`config.mk`:
```
export PLATFORM = sky130hd
export DESIGN_NAME = spi_gpio_expander_registers_top
export DESIGN_NICKNAME = d
export VERILOG_FILES = /design/src/rtl/gpx_pkg.sv /design/src/rtl/gpx_regfile.sv /design/src/rtl/gpx_tracker.sv /design/src/rtl/spi_gpio_expander_registers_top.sv
export SDC_FILE = /design/constraint.sdc
export NUM_CORES = 1
export LEC_CHECK = 0
export ABC_CLOCK_PERIOD_IN_PS = 8500
export BUFFER_PORTS_ARGS = -buffer_cell sky130_fd_sc_hd__buf_4
export CORE_UTILIZATION = 29
export DETAILED_ROUTE_END_ITERATION = 8
export GPL_ROUTABILITY_DRIVEN = 0
export GPL_TIMING_DRIVEN = 0
export PLACE_DENSITY = 0.42
export SLEW_MARGIN = 5
export SYNTH_ARGS = -nofsm -noshare
export SYNTH_HDL_FRONTEND = slang
export SYNTH_SLANG_ARGS = --single-unit
```
`constraint.sdc`:
```
create_clock -name clock -period 8.5 [get_ports clock]
set_input_delay 0.425 -clock clock [delete_from_list [all_inputs] [get_ports clock]]
set_output_delay 0.425 -clock clock [all_outputs]
set_load 0.03 [all_outputs]
```
`src/rtl/gpx_pkg.sv`:
```
// shared types and constants of the spi gpio expander register block
// no dependencies; used by gpx_regfile, gpx_tracker and the top level
`default_nettype none

package gpx_pkg;

   // command codes carried in tuser
   localparam logic CMD_BYTE  = 1'b0;
   localparam logic CMD_RESET = 1'b1;

   // opcodes
   localparam logic [7:0] OP_WRITE = 8'h40;
   localparam logic [7:0] OP_READ  = 8'h41;

   // register addresses
   localparam logic [7:0] ADDR_DIR_A  = 8'h00;
   localparam logic [7:0] ADDR_DIR_B  = 8'h01;
   localparam logic [7:0] ADDR_POL_A  = 8'h02;
   localparam logic [7:0] ADDR_POL_B  = 8'h03;
   localparam logic [7:0] ADDR_PU_A   = 8'h0c;
   localparam logic [7:0] ADDR_PU_B   = 8'h0d;
   localparam logic [7:0] ADDR_GPIO_A = 8'h12;
   localparam logic [7:0] ADDR_GPIO_B = 8'h13;
   localparam logic [7:0] ADDR_OLAT_A = 8'h14;
   localparam logic [7:0] ADDR_OLAT_B = 8'h15;
   localparam logic [7:0] ADDR_EMPTY  = 8'hff;

   localparam logic [7:0] DIR_RESET = 8'hff;

   typedef enum logic [1:0] {
      PHASE_OPCODE  = 2'd0,
      PHASE_ADDRESS = 2'd1,
      PHASE_DATA    = 2'd2
   } phase_type;

   // result of one item as seen by the output stage
   typedef struct packed {
      logic       use_mem;   // miso comes from the register file read
      logic [7:0] miso;
      logic [7:0] drive_a;
      logic [7:0] drive_b;
      logic [7:0] enable_a;
      logic [7:0] enable_b;
      logic [7:0] pullup_a;
      logic [7:0] pullup_b;
   } rsp_info_type;

   // value of a register after reset
   function automatic logic [7:0] reg_reset_value(input logic [7:0] addr);
      logic [7:0] val;
      val = 8'h00;
      if (addr == ADDR_DIR_A || addr == ADDR_DIR_B) begin
         val = DIR_RESET;
      end
      return val;
   endfunction

endpackage

`default_nettype wire

```
`src/rtl/gpx_regfile.sv`:
```
// register file memory: one write and one registered read per cycle
// valid bits give reset values after power-up or a reset event; uses gpx_pkg
`default_nettype none

module gpx_regfile #(
   parameter int REGISTER_COUNT = 22,
   parameter int IDX_W = 5
) (
   input  wire logic             clock,
   input  wire logic             reset,
   input  wire logic             clear,
   input  wire logic             rd_en,
   input  wire logic [IDX_W-1:0] rd_idx,
   input  wire logic             wr_en,
   input  wire logic [IDX_W-1:0] wr_idx,
   input  wire logic [7:0]       wr_data,
   output logic      [7:0]       rd_data
);

   logic [7:0]                mem [REGISTER_COUNT];
   logic [REGISTER_COUNT-1:0] valid_ff;
   logic [7:0]                rd_ff;
   logic                      rd_valid_ff;
   logic [IDX_W-1:0]          rd_idx_ff;

   always_ff @(posedge clock) begin
      if (wr_en) begin
         mem[wr_idx] <= wr_data;
      end
      if (rd_en) begin
         rd_ff       <= mem[rd_idx];
         rd_idx_ff   <= rd_idx;
         rd_valid_ff <= valid_ff[rd_idx];
      end
   end

   always_ff @(posedge clock) begin
      if (reset || clear) begin
         valid_ff <= '0;
      end else if (wr_en) begin
         valid_ff[wr_idx] <= 1'b1;
      end
   end

   assign rd_data = rd_valid_ff ? rd_ff : gpx_pkg::reg_reset_value(8'(rd_idx_ff));

endmodule

`default_nettype wire

```
`src/rtl/gpx_tracker.sv`:
```
// command tracker: phase state machine, pin control shadow registers, drive latch
// issues register file accesses and builds the result of each item; uses gpx_pkg
`default_nettype none

module gpx_tracker #(
   parameter int REGISTER_COUNT = 22,
   parameter int IDX_W = 5
) (
   input  wire logic                  clock,
   input  wire logic                  reset,
   input  wire logic                  accept,
   input  wire logic                  command,
   input  wire logic [7:0]            spi_byte,
   input  wire logic [7:0]            pin_levels_a,
   input  wire logic [7:0]            pin_levels_b,
   output logic                       rf_clear,
   output logic                       rf_rd_en,
   output logic [IDX_W-1:0]           rf_rd_idx,
   output logic                       rf_wr_en,
   output logic [IDX_W-1:0]           rf_wr_idx,
   output logic [7:0]                 rf_wr_data,
   output gpx_pkg::rsp_info_type      info
);

   localparam logic [7:0] COUNT = 8'(REGISTER_COUNT);

   gpx_pkg::phase_type phase_ff, phase_in;
   logic       is_read_ff, is_read_in;
   logic [7:0] addr_ff, addr_in;
   logic [7:0] dir_a_ff, dir_a_in, dir_b_ff, dir_b_in;
   logic [7:0] pol_a_ff, pol_a_in, pol_b_ff, pol_b_in;
   logic [7:0] pu_a_ff, pu_a_in, pu_b_ff, pu_b_in;
   logic [7:0] drv_a_ff, drv_a_in, drv_b_ff, drv_b_in;

   always_ff @(posedge clock) begin
      if (reset) begin
         phase_ff   <= gpx_pkg::PHASE_OPCODE;
         is_read_ff <= 1'b0;
         addr_ff    <= gpx_pkg::ADDR_EMPTY;
         dir_a_ff   <= gpx_pkg::DIR_RESET;
         dir_b_ff   <= gpx_pkg::DIR_RESET;
         pol_a_ff   <= '0;
         pol_b_ff   <= '0;
         pu_a_ff    <= '0;
         pu_b_ff    <= '0;
         drv_a_ff   <= '0;
         drv_b_ff   <= '0;
      end else if (accept) begin
         phase_ff   <= phase_in;
         is_read_ff <= is_read_in;
         addr_ff    <= addr_in;
         dir_a_ff   <= dir_a_in;
         dir_b_ff   <= dir_b_in;
         pol_a_ff   <= pol_a_in;
         pol_b_ff   <= pol_b_in;
         pu_a_ff    <= pu_a_in;
         pu_b_ff    <= pu_b_in;
         drv_a_ff   <= drv_a_in;
         drv_b_ff   <= drv_b_in;
      end
   end

   always_comb begin
      phase_in   = phase_ff;
      is_read_in = is_read_ff;
      addr_in    = addr_ff;
      dir_a_in   = dir_a_ff;
      dir_b_in   = dir_b_ff;
      pol_a_in   = pol_a_ff;
      pol_b_in   = pol_b_ff;
      pu_a_in    = pu_a_ff;
      pu_b_in    = pu_b_ff;
      drv_a_in   = drv_a_ff;
      drv_b_in   = drv_b_ff;
      rf_clear   = 1'b0;
      rf_rd_en   = 1'b0;
      rf_rd_idx  = spi_byte[IDX_W-1:0];
      rf_wr_en   = 1'b0;
      rf_wr_idx  = addr_ff[IDX_W-1:0];
      rf_wr_data = spi_byte;
      info.use_mem = 1'b0;
      info.miso    = spi_byte;

      if (command == gpx_pkg::CMD_RESET) begin
         // drive latch survives the reset pin
         phase_in   = gpx_pkg::PHASE_OPCODE;
         is_read_in = 1'b0;
         addr_in    = gpx_pkg::ADDR_EMPTY;
         dir_a_in   = gpx_pkg::DIR_RESET;
         dir_b_in   = gpx_pkg::DIR_RESET;
         pol_a_in   = '0;
         pol_b_in   = '0;
         pu_a_in    = '0;
         pu_b_in    = '0;
         rf_clear   = accept;
         info.miso  = '0;
      end else begin
         case (phase_ff)
            gpx_pkg::PHASE_ADDRESS: begin
               addr_in = spi_byte;
               if (is_read_ff) begin
                  phase_in = gpx_pkg::PHASE_OPCODE;
                  if (spi_byte == gpx_pkg::ADDR_GPIO_A) begin
                     info.miso = pin_levels_a ^ (dir_a_ff & pol_a_ff);
                  end else if (spi_byte == gpx_pkg::ADDR_GPIO_B) begin
                     info.miso = pin_levels_b ^ (dir_b_ff & pol_b_ff);
                  end else if (spi_byte < COUNT) begin
                     rf_rd_en     = accept;
                     info.use_mem = 1'b1;
                  end else begin
                     info.miso = '0;
                  end
               end else begin
                  phase_in = gpx_pkg::PHASE_DATA;
               end
            end
            gpx_pkg::PHASE_DATA: begin
               phase_in = gpx_pkg::PHASE_OPCODE;
               if (addr_ff < COUNT) begin
                  rf_wr_en = accept;
                  // the gpio entry itself is never read back, only its latch copy
                  if (addr_ff == gpx_pkg::ADDR_GPIO_A) begin
                     rf_wr_idx = IDX_W'(gpx_pkg::ADDR_OLAT_A);
                     drv_a_in  = (drv_a_ff & dir_a_ff) | (spi_byte & ~dir_a_ff);
                  end else if (addr_ff == gpx_pkg::ADDR_GPIO_B) begin
                     rf_wr_idx = IDX_W'(gpx_pkg::ADDR_OLAT_B);
                     drv_b_in  = (drv_b_ff & dir_b_ff) | (spi_byte & ~dir_b_ff);
                  end
                  if (addr_ff == gpx_pkg::ADDR_DIR_A) dir_a_in = spi_byte;
                  if (addr_ff == gpx_pkg::ADDR_DIR_B) dir_b_in = spi_byte;
                  if (addr_ff == gpx_pkg::ADDR_POL_A) pol_a_in = spi_byte;
                  if (addr_ff == gpx_pkg::ADDR_POL_B) pol_b_in = spi_byte;
                  if (addr_ff == gpx_pkg::ADDR_PU_A)  pu_a_in  = spi_byte;
                  if (addr_ff == gpx_pkg::ADDR_PU_B)  pu_b_in  = spi_byte;
               end
            end
            default: begin
               phase_in = gpx_pkg::PHASE_OPCODE;
               if (spi_byte == gpx_pkg::OP_WRITE || spi_byte == gpx_pkg::OP_READ) begin
                  is_read_in = (spi_byte == gpx_pkg::OP_READ);
                  phase_in   = gpx_pkg::PHASE_ADDRESS;
               end
            end
         endcase
      end

      info.drive_a  = drv_a_in;
      info.drive_b  = drv_b_in;
      info.enable_a = ~dir_a_in;
      info.enable_b = ~dir_b_in;
      info.pullup_a = dir_a_in & pu_a_in;
      info.pullup_b = dir_b_in & pu_b_in;
   end

endmodule

`default_nettype wire

```
`src/rtl/spi_gpio_expander_registers_top.sv`:
```
// top level of the spi gpio expander register block
// instantiates gpx_tracker and gpx_regfile; uses gpx_pkg
//
// usage
//   req channel: one transfer per received spi byte or reset pin event.
//     req_tuser = 0 carries a byte, 1 a reset event (byte ignored).
//     req_tdata holds the byte and the sampled levels of both ports.
//   rsp channel: exactly one transfer per request, in order: the next miso
//     byte and the pin controls (drive, output enable, pull-up) for both ports.
//   a result is offered the cycle after its request transfer.
//   throughput: one item per cycle while rsp_tready is high; the single
//     read port of the register file is read in the request cycle and its
//     registered data feeds the result directly. a write lands at its own
//     transfer edge, so a read in the very next item already sees it.
//   stall: the result register holds while rsp_tready is low, and
//     req_tready follows it, so one item is in flight at most.
//   reset: clears the command tracker, pin control registers, drive latch
//     and the register file valid bits; no clearing pass is needed.
//   a reset event through the channel restores the register file but keeps
//     the drive latch.
`default_nettype none

module spi_gpio_expander_registers_top #(
   parameter int REGISTER_COUNT = 22
) (
   input  wire logic        clock,
   input  wire logic        reset,
   // request channel
   input  wire logic        req_tvalid,
   output logic             req_tready,
   input  wire logic [23:0] req_tdata,   // spi_byte, pin_levels_a, pin_levels_b
   input  wire logic        req_tuser,   // command
   // result channel
   output logic             rsp_tvalid,
   input  wire logic        rsp_tready,
   output logic      [55:0] rsp_tdata    // miso_byte, drive_a, drive_b, enable_a,
                                         // enable_b, pullup_a, pullup_b
);

   localparam int IDX_W = $clog2(REGISTER_COUNT);

   logic                  accept;
   logic                  rf_clear;
   logic                  rf_rd_en;
   logic [IDX_W-1:0]      rf_rd_idx;
   logic                  rf_wr_en;
   logic [IDX_W-1:0]      rf_wr_idx;
   logic [7:0]            rf_wr_data;
   logic [7:0]            rf_rd_data;
   gpx_pkg::rsp_info_type info;
   gpx_pkg::rsp_info_type rsp_ff;
   logic                  rsp_valid_ff;
   logic [7:0]            miso;

   // take a new item whenever the result register is empty or draining
   assign req_tready = !rsp_valid_ff || rsp_tready;
   assign accept     = req_tvalid && req_tready;

   gpx_tracker #(
      .REGISTER_COUNT(REGISTER_COUNT),
      .IDX_W(IDX_W)
   ) u_tracker (
      .clock(clock),
      .reset(reset),
      .accept(accept),
      .command(req_tuser),
      .spi_byte(req_tdata[7:0]),
      .pin_levels_a(req_tdata[15:8]),
      .pin_levels_b(req_tdata[23:16]),
      .rf_clear(rf_clear),
      .rf_rd_en(rf_rd_en),
      .rf_rd_idx(rf_rd_idx),
      .rf_wr_en(rf_wr_en),
      .rf_wr_idx(rf_wr_idx),
      .rf_wr_data(rf_wr_data),
      .info(info)
   );

   gpx_regfile #(
      .REGISTER_COUNT(REGISTER_COUNT),
      .IDX_W(IDX_W)
   ) u_regfile (
      .clock(clock),
      .reset(reset),
      .clear(rf_clear),
      .rd_en(rf_rd_en),
      .rd_idx(rf_rd_idx),
      .wr_en(rf_wr_en),
      .wr_idx(rf_wr_idx),
      .wr_data(rf_wr_data),
      .rd_data(rf_rd_data)
   );

   // result register; read data of the register file pairs with it
   always_ff @(posedge clock) begin
      if (reset) begin
         rsp_valid_ff <= 1'b0;
      end else if (accept) begin
         rsp_valid_ff <= 1'b1;
      end else if (rsp_tready) begin
         rsp_valid_ff <= 1'b0;
      end
   end

   always_ff @(posedge clock) begin
      if (accept) begin
         rsp_ff <= info;
      end
   end

   // memory read data only changes on a request transfer, so it holds under stall
   assign miso = rsp_ff.use_mem ? rf_rd_data : rsp_ff.miso;

   assign rsp_tvalid = rsp_valid_ff;
   assign rsp_tdata  = {rsp_ff.pullup_b, rsp_ff.pullup_a, rsp_ff.enable_b, rsp_ff.enable_a,
                        rsp_ff.drive_b, rsp_ff.drive_a, miso};

endmodule

`default_nettype wire
```
==> impl_metrics.ini, run 1 <==
[outcome]
outcome = finished, final reports clean

[route]
drt_pass1_iterations = 5
drtAntennaViolNets = 0
vias = 9722
vias_per_cell = 5.02
wirelength_um = 46100
wl_per_cell_um = 23.8
drtIter0Drc = 747
drc = 0

[yosys]
synth-async-reset-ratio_pct = 0
synth.cell_area_sq_mm = 0.0147
synth_warnings = 0
synth_cells = 1077
ys_ff_latch = 344
synth_ff_type = edfxtp_1
synth-edff-count = 246
yosysUniqueCellTypes = 81
syn_area_per_cell_sq_um = 13.7
synth.yosys.seq_area_share_pct = 63.5

[sta]
slew_headroom_pct = 23.8
worst_hold_slack_ns = 0.273
finalClockSkew_ns = 0.0243
hold_viol_final = 0
maxSlewViolCount = 0
tns_ns = 0
setup_viol = 0
fin_crit_sh_pct = 35.1
fmax_mhz = 335
worstMarginPinSlew_ns = 1.13
layout_setup_ws_ns = 5.52
rsz0062_at_grt = no
post-route-min-period_ns = 2.98

[power]
p_leak_nw = 6.15
peakVddDrop_v = 0.000109
power_density_mw_per_mm2 = 207

[clocking]
cts_root_buf = clkbuf_16
post_cts_resized = 0
cts_tree = built
clock-sinks = 344
post-cts-setup-buffer-count = 0
ctsHtreeMaxLevel = 2
hold_buffers = 0
clk_latency_ns = 0.56
clkTransAtPathRegs_ns = 0.06
numCtsBuffers = 39
ctsLongestPathBuffers = 3

[critical_path]
startpoint_type = register
critPathRequiredTime_ns = 8.66
cpPeakStageDelay_ns = 1.05
criticalPathCategory = reg2reg
cp_cell_sequence = inv_1 > ha_1 > nor4b_2 > buf_4 > nand4_2 > nor4_2
crit_path_end_kind = register
cpMaxStageDelayCell = nor4_2
crit_fanout = 10
worst_ep_arrival_time_ns = 3.15

[min_path]
hold_path.class = in2reg

[global_routing]
grt_pass1_vias = 9831
grtUsageTotal_pct = 18.2
grt_overflow_total = 0
antenna_found_initial = 1
grt_pass1_wl_um = 67700
grt_max_degree = 64

[cells_and_area]
fin_util_pct = 35.3
layout_common_cells = edfxtp_1 (246), buf_4 (144), nand2_1 (103)
syn_to_final_growth_pct = 20.3
instances_no_fill = 1936
drive_gt1_share_pct = 27.1
mostFrequentLayoutCell = edfxtp_1
fin_nets = 1265

[die]
fp.dieArea_sq_mm = 0.0517
die_h_um = 227
rows = 82
die_x_um = 227
io_pins = 87
initial_core_util_pct = 29.3
core_sq_mm = 0.0502

[placement]
place_ws_ns = 5.03
post-place-cells = 1865
detailed_place_hpwl_um = 31200
portBuffers = 84

[flow_run]
cap_violations = 0
-- final timing paths --
check,startpoint,endpoint,slack (ns),cells past startpoint
setup / recovery,u_tracker.phase_ff[0],u_regfile.mem[21][0],5.52,6
hold / removal,req_tdata[3],u_regfile.mem[6][3],0.27,1
setup reg to reg,u_tracker.phase_ff[0],u_regfile.mem[21][0],5.52,6
hold reg to reg,u_regfile.valid_ff[18],u_regfile.valid_ff[18],0.45,1
-- sequential cells by signal, summed over array words and instances (netlist names) --
signal and flops:
u_regfile.rd_valid_ff 1, u_regfile.mem 176, rsp_tvalid 1, u_tracker.dir_b_ff 8
u_regfile.rd_idx_ff 4, u_tracker.pu_b_ff 8, u_tracker.drv_a_ff 8, u_tracker.dir_a_ff 8
u_tracker.drv_b_ff 8, u_tracker.is_read_ff 1, u_regfile.valid_ff 22, u_tracker.pol_b_ff 8
rsp_ff 9, u_regfile.rd_ff 8, rsp_tdata 48, u_tracker.phase_ff 2
u_tracker.addr_ff 8, u_tracker.pu_a_ff 8, u_tracker.pol_a_ff 8
-- cells in the mapped netlist (all sizes together), types with 4 or more instances --
library cell | number | area [sq um]
or2 | 4 | 25.0
and2 | 4 | 25.0
clkbuf | 47 | 178
o22ai | 27 | 169
o311ai | 16 | 140
mux2 | 21 | 236
a22oi | 17 | 128
o32ai | 8 | 70.1
mux2i | 19 | 190
dfxtp | 98 | 1960
o22a | 8 | 70.1
nand2 | 103 | 387
o41ai | 16 | 140
o21a | 22 | 165
mux4 | 45 | 1010
nand3 | 12 | 70.1
nand4 | 6 | 50.0
a22o | 14 | 123
and3 | 21 | 131
a211oi | 6 | 45.0
nor2b | 10 | 62.6
inv | 15 | 56.3
buf | 77 | 514
a21oi | 37 | 204
a31oi | 7 | 43.8
nor3 | 55 | 308
edfxtp | 246 | 7390
xnor2 | 13 | 114
nor2 | 39 | 146
o21ai | 9 | 45.0
nor4 | 5 | 43.8
-- where the power goes --
group	switching, mW	internal, mW
registers	0.00529	1.81
clock network	0.680	0.919
logic	0.163	0.0806
total	0.847	2.81
-- worst max-delay path: cells and delay by family (launching register included) --
kind          cells  cell delay (ns)
fa+ha+maj         1             0.23
buf+inv           2             0.31
flops             1             0.33
simple gates      3             1.71
-- cell families (layout without fill, tap and decap cells) --
kind of cell,after synthesis,in the layout,share of synthesized area (%)
buffers and inverters,141,312,5.13
and+or+nand+nor,277,277,9.64
xor gates and xnor gates,14,14,0.833
other,1,17,0.0255
adders and majority gates,2,2,0.170
muxes,85,85,9.78
AOI/OAI and AO/OA,213,213,10.9
DFF,344,344,63.5
-- layer usage --
layer	global-route usage, %	vias to the layer above	share of wire, %	routed length [um]
met4	4.16	2	1.7	806
li1	-	4426	-	-
met5	0	-	0.028	13
met1	26.0	4992	47	21800
met2	28.8	249	46	21300
met3	2.77	53	4.8	2200
-- cell type report --
class | count | area [sq um]
clock buffer | 60 | 1130
multi-input combinational | 607 | 4770
sequential | 344 | 9350
tap | 672 | 841
buffer | 124 | 692
timing repair buffer | 101 | 800
clock inverter | 10 | 56.3
fill | 4891 | 32500
antenna | 1 | 2.50
inverter | 17 | 66.3
-- metrics by stage --
stage,power [mW],instance area (sq um)
global placement,2.10,16300
global route,3.79,17700
finish,3.66,17700
floorplan,1.99,14800
CTS,3.71,17700
detailed placement,2.10,16500
(Power assumes the default switching activity.)
==> run 2: changes to the inputs <==
ABC_AREA = 1   (was not set)
ABC_CLOCK_PERIOD_IN_PS = 2850   (was 8500)
clock period = 2.85 ns   (was 8.5 ns; I/O delays follow)
==> impl_metrics.ini, run 2 <==
[global_routing]
grt_pass1_wl_um = 69900
antenna_found_initial = 4
grt_max_degree = 39
grt_overflow_total = 0
grtUsageTotal_pct = 18.0
grt_pass1_vias = 10844

[cells_and_area]
layout_common_cells = nand2_1 (364), edfxtp_1 (246), nor2_1 (163)
fin_util_pct = 35.3
n_antenna_cell = 0
max_flop_register = u_regfile.mem
stdcell_area_sq_mm = 0.0178
mostFrequentLayoutCell = nand2_1
syn_to_final_growth_pct = 18.9
drive_gt1_share_pct = 14.2
largest_reg_flops = 176
fin_nets = 1721
instances_no_fill = 2390

[yosys]
synth_cells = 1542
yosys.area.top_type = edfxtp_1
synth_most_common_cell = nand2_1
ys_top_cells_by_area = edfxtp_1 (49%), dfxtp_1 (13%), nand2_1 (9.1%)
synth-edff-count = 246
ys_top_cells_by_count = nand2_1 (364), edfxtp_1 (246), nor2_1 (163)
syn_area_per_cell_sq_um = 9.70
synth.yosys.seq_area_share_pct = 62.5
synth_ff_type = edfxtp_1
synth-async-reset-ratio_pct = 0
ys_ff_latch = 344
synth.cell_area_sq_mm = 0.0150
yosysUniqueCellTypes = 39
synth_top_cell_area_share_pct = 49.4
synth_warnings = 0

[route]
wirelength_um = 47100
wl_per_cell_um = 19.7
vias_per_cell = 4.74
drc = 0
drtIter0Drc = 915
drtAntennaViolNets = 0
vias = 11335
drt_pass1_iterations = 5

[sta]
maxSlewViolCount = 0
worst_hold_slack_ns = 0.0234
rsz0062_at_grt = no
post-route-min-period_ns = 2.60
worstMarginPinSlew_ns = 1.04
finalClockSkew_ns = 0.0199
layout_setup_ws_ns = 0.245
fmax_mhz = 384
tns_ns = 0
slew_headroom_pct = 30.2
hold_viol_final = 0
fin_crit_sh_pct = 91.4
setup_viol = 0

[power]
peakVddDrop_v = 0.000400
p_leak_nw = 7.06
power_density_mw_per_mm2 = 645
finalPower_mw = 11.5

[min_path]
holdPathEnd = u_regfile.mem[9][4]
hold_path.class = in2reg
hp-start = req_tdata[4]
hold_depth = 1

[clocking]
clkTransAtPathRegs_ns = 0.06
post-cts-setup-buffer-count = 0
cts_tree = built
ctsLongestPathBuffers = 3
ctsHtreeMaxLevel = 2
cts_root_buf = clkbuf_16
clk_latency_ns = 0.57
numCtsBuffers = 40
clock-sinks = 344

[critical_path]
worst_ep_arrival_time_ns = 2.78
rr_startpoint = u_tracker.addr_ff[3]
criticalPathCategory = reg2reg
startpoint_type = register
crit_fanout = 9
ff2ff_setup_slack_ns = 0.25
critPathRequiredTime_ns = 3.02
crit_path_end_kind = register
r2r_end = u_regfile.mem[17][4]
rr_worst_depth = 7

[placement]
dpl_cell_area_sq_mm = 0.0165
post-place-cells = 2315
portBuffers = 85
detailed_place_hpwl_um = 32000
place_ws_ns = -0.294

[die]
initial_core_util_pct = 29.6
io_pins = 87
core_sq_mm = 0.0505
die_h_um = 229
die_x_um = 229
rows = 82
fp.dieArea_sq_mm = 0.0525

[outcome]
outcome = finished, final reports clean

[flow_run]
cap_violations = 0
## run 2: cell types whose count changed after synthesis, moves of 71 or more
cell / before / now
a21oi_1: 34 / 114
inv_1: 15 / 130
nand2_1: 103 / 364
nand3_1: 10 / 82
nor2_1: 39 / 163
o21ai_0: 7 / 78
## run 2: logic make-up after synthesis
kind of cell	Yosys count	share of synthesized area (%)
and+or+nand+nor	676	19.2
DFF	344	62.5
AOI/OAI and AO/OA	254	9.51
buffers and inverters	251	7.84
xor gates and xnor gates	14	0.819
adders and majority gates	2	0.167
other	1	0.0251
## run 2: layout make-up
type	count	area (sq um)
fillers	5172	32700
inverters	136	510
multi-input cells	962	4520
plain buffers	115	667
clock buffers	54	1090
flip-flops and latches	344	9350
clock inverters	16	111
well taps	672	841
repair buffers	91	708
## run 2: worst max path at each step
| stage | slack [ns] | end | startpoint | depth (start not counted) |
|---|---|---|---|---|
| floorplan | 0.35 | rsp_ff[48] | rsp_tvalid | 5 |
| global placement | -0.67 | u_regfile.rd_ff[3] | req_tdata[3] | 8 |
| detailed placement | -0.29 | u_regfile.rd_ff[3] | req_tdata[3] | 8 |
| CTS | 0.17 | u_regfile.rd_ff[3] | req_tdata[0] | 12 |
| global route | 0.07 | u_regfile.mem[8][4] | u_tracker.addr_ff[3] | 7 |
| finish | 0.25 | u_regfile.mem[17][4] | u_tracker.addr_ff[3] | 7 |
## run 2: timing repair
| item | in CTS | in global routing |
|---|---|---|
| resized for setup | 0 | 1 |
| setup endpoints to repair | 0 | 1 |
| hold endpoints to repair | 62 | 0 |
| hold buffers | 5 | 0 |
## run 2: report_power, final
part	total (mW)	switching (mW)	internal (mW)
sequential	5.57	0.0666	5.50
clock	4.86	2.08	2.78
combinational	1.05	0.724	0.328
total	11.5	2.87	8.61
## run 2: worst max-delay path, cell delays in order (launching register included)
cell	delay, ns
dfxtp_1	0.36
nor2_2	0.32
nand2_1	0.17
nor2_2	0.23
nand2_4	0.13
nand2_4	0.09
nand2_1	0.11
nor2_1	0.81
## run 2: per-layer routing
metal  up-vias  GRT usage [%]  part of all wire, %
li1       5441              -                    -
met4         2           6.65                  3.3
met1      5498           25.4                   48
met5         -              0                0.028
met3        89           3.52                  5.5
met2       305           27.0                   44
==> run 3: changes to the inputs <==
ABC_AREA = not set   (was 1)
==> impl_metrics.ini, run 3 (synthesis results as in run 1) <==
[clocking]
ctsHtreeMaxLevel = 2
clock-sinks = 344
cts_tree = built
cts_root_buf = clkbuf_16
numCtsBuffers = 41
ctsLongestPathBuffers = 3
clkTransAtPathRegs_ns = 0.06
clk_latency_ns = 0.57

[cells_and_area]
fin_nets = 1279
stdcell_area_sq_mm = 0.0180
regArea_sq_mm = 0.00935
largest_reg_flops = 176
multi_input_area_sq_mm = 0.00480
syn_to_final_growth_pct = 22.3
mostFrequentLayoutCell = edfxtp_1
n_antenna_cell = 0
max_flop_register = u_regfile.mem
drive_gt1_share_pct = 27.7
instances_no_fill = 1953
num-fill-cells = 4871
fin_util_pct = 35.9
layout_common_cells = edfxtp_1 (246), buf_4 (151), nand2_1 (103)

[route]
vias_per_cell = 5.03
drtIter0Drc = 752
wirelength_um = 46500
vias = 9829
drt_pass1_iterations = 4
wl_per_cell_um = 23.8
drc = 0
drtAntennaViolNets = 0

[sta]
finalClockSkew_ns = 0.0158
setup_viol = 0
layout_setup_ws_ns = 0.183
maxSlewViolCount = 0
rsz0062_at_grt = no
worstMarginPinSlew_ns = 1.01
worst_hold_slack_ns = 0.0280
post-route-min-period_ns = 2.67
hold_viol_final = 0
slew_headroom_pct = 32.6
fin_crit_sh_pct = 93.6
tns_ns = 0
fmax_mhz = 375

[placement]
detailed_place_hpwl_um = 31200
dpl_cell_area_sq_mm = 0.0165
place_ws_ns = -0.274
portBuffers = 84
post-place-cells = 1866

[critical_path]
crit_path_end_kind = register
startpoint_type = register
worst_ep_arrival_time_ns = 2.94
crit_top_cell = buf_4
rr_worst_depth = 7
critPathRequiredTime_ns = 3.12
cpMaxStageDelayCell = nor3_2
criticalPathCategory = reg2reg
cpPeakStageDelay_ns = 0.56
cp_cell_sequence = inv_1 > ha_1 > nor4b_2 > buf_4 > nand4_2 > nor3_2 > buf_4
crit_fanout = 10

[power]
p_leak_nw = 6.30
seq_power_share_pct = 47.8
switching_share_pct = 23.0
peakVddDrop_v = 0.000294
p_clk_share_pct = 45.7
power_density_mw_per_mm2 = 632
combinationalPowerShare_pct = 6.6
p_sw_mw = 2.62
finalPower_mw = 11.4
p_int_mw = 8.75

[die]
rows = 82
core_sq_mm = 0.0502
io_pins = 87
die_x_um = 227
die_h_um = 227
fp.dieArea_sq_mm = 0.0517
initial_core_util_pct = 29.3

[global_routing]
grt_pass1_vias = 9725
grt.busiest_layer = met2
grt_util_met2_pct = 28.2
gr-usage-met1_pct = 26.5
grtUsageTotal_pct = 18.3
grt_pass1_wl_um = 67500
grt_overflow_total = 0
antenna_found_initial = 2
grt.met3_usage_pct = 3.06
grt_max_degree = 35

[min_path]
hold_path.class = in2reg
hold_depth = 1

[outcome]
outcome = finished, final reports clean

[flow_run]
cap_violations = 0
## run 3: worst paths after layout
check / endpoint / slack, ns / from
worst max-delay path: u_regfile.mem[2][2] / 0.18 / u_tracker.phase_ff[0]
worst min-delay path: u_regfile.mem[4][7] / 0.03 / req_tdata[7]
worst max register to register: u_regfile.mem[2][2] / 0.18 / u_tracker.phase_ff[0]
worst min register to register: u_tracker.pol_b_ff[4] / 0.46 / u_tracker.pol_b_ff[4]
## run 3: area by class of cell
class / count / area share [%]
timing repair inverter: 1 / 0.0417
sequential: 344 / 51.9
tap: 672 / 4.67
buffer: 124 / 3.84
inverter: 17 / 0.375
multi-input combinational: 607 / 26.7
clock inverter: 13 / 0.806
clock buffer: 63 / 6.61
timing repair buffer: 112 / 5.09
## run 3: power by group through the flow
stage,sequential (mW),clock [mW],combinational (mW)
2_1_floorplan,5.53,0,0.409
5_1_grt,5.43,5.53,0.801
6_report,5.43,5.20,0.747
4_1_cts,5.43,5.34,0.754
3_3_place_gp,5.54,0,0.736
3_5_place_dp,5.54,0,0.741
## run 3: critical path, delay by kind of cell (launching register included)
| family | cells | cell delay (ns) |
|---|---|---|
| adder cells (fa/ha/maj) | 1 | 0.22 |
| buffers and inverters | 3 | 0.59 |
| AND/OR/NAND/NOR | 3 | 1.22 |
| flip-flops | 1 | 0.33 |
## run 3: routing by layer
metal | part of all wire (%) | vias to the layer above
met5 | 0 | -
met4 | 2.1 | 0
met3 | 4.6 | 65
li1 | - | 4462
met2 | 46 | 253
met1 | 48 | 5049
## run 3: what timing repair did
item	CTS	global route
pin swaps	0	2
endpoints found under the hold margin	115	0
hold buffers	6	0
endpoints found under the setup margin	32	58
gates resized for setup	1	4
cloned	1	0
buffers inserted	0	4
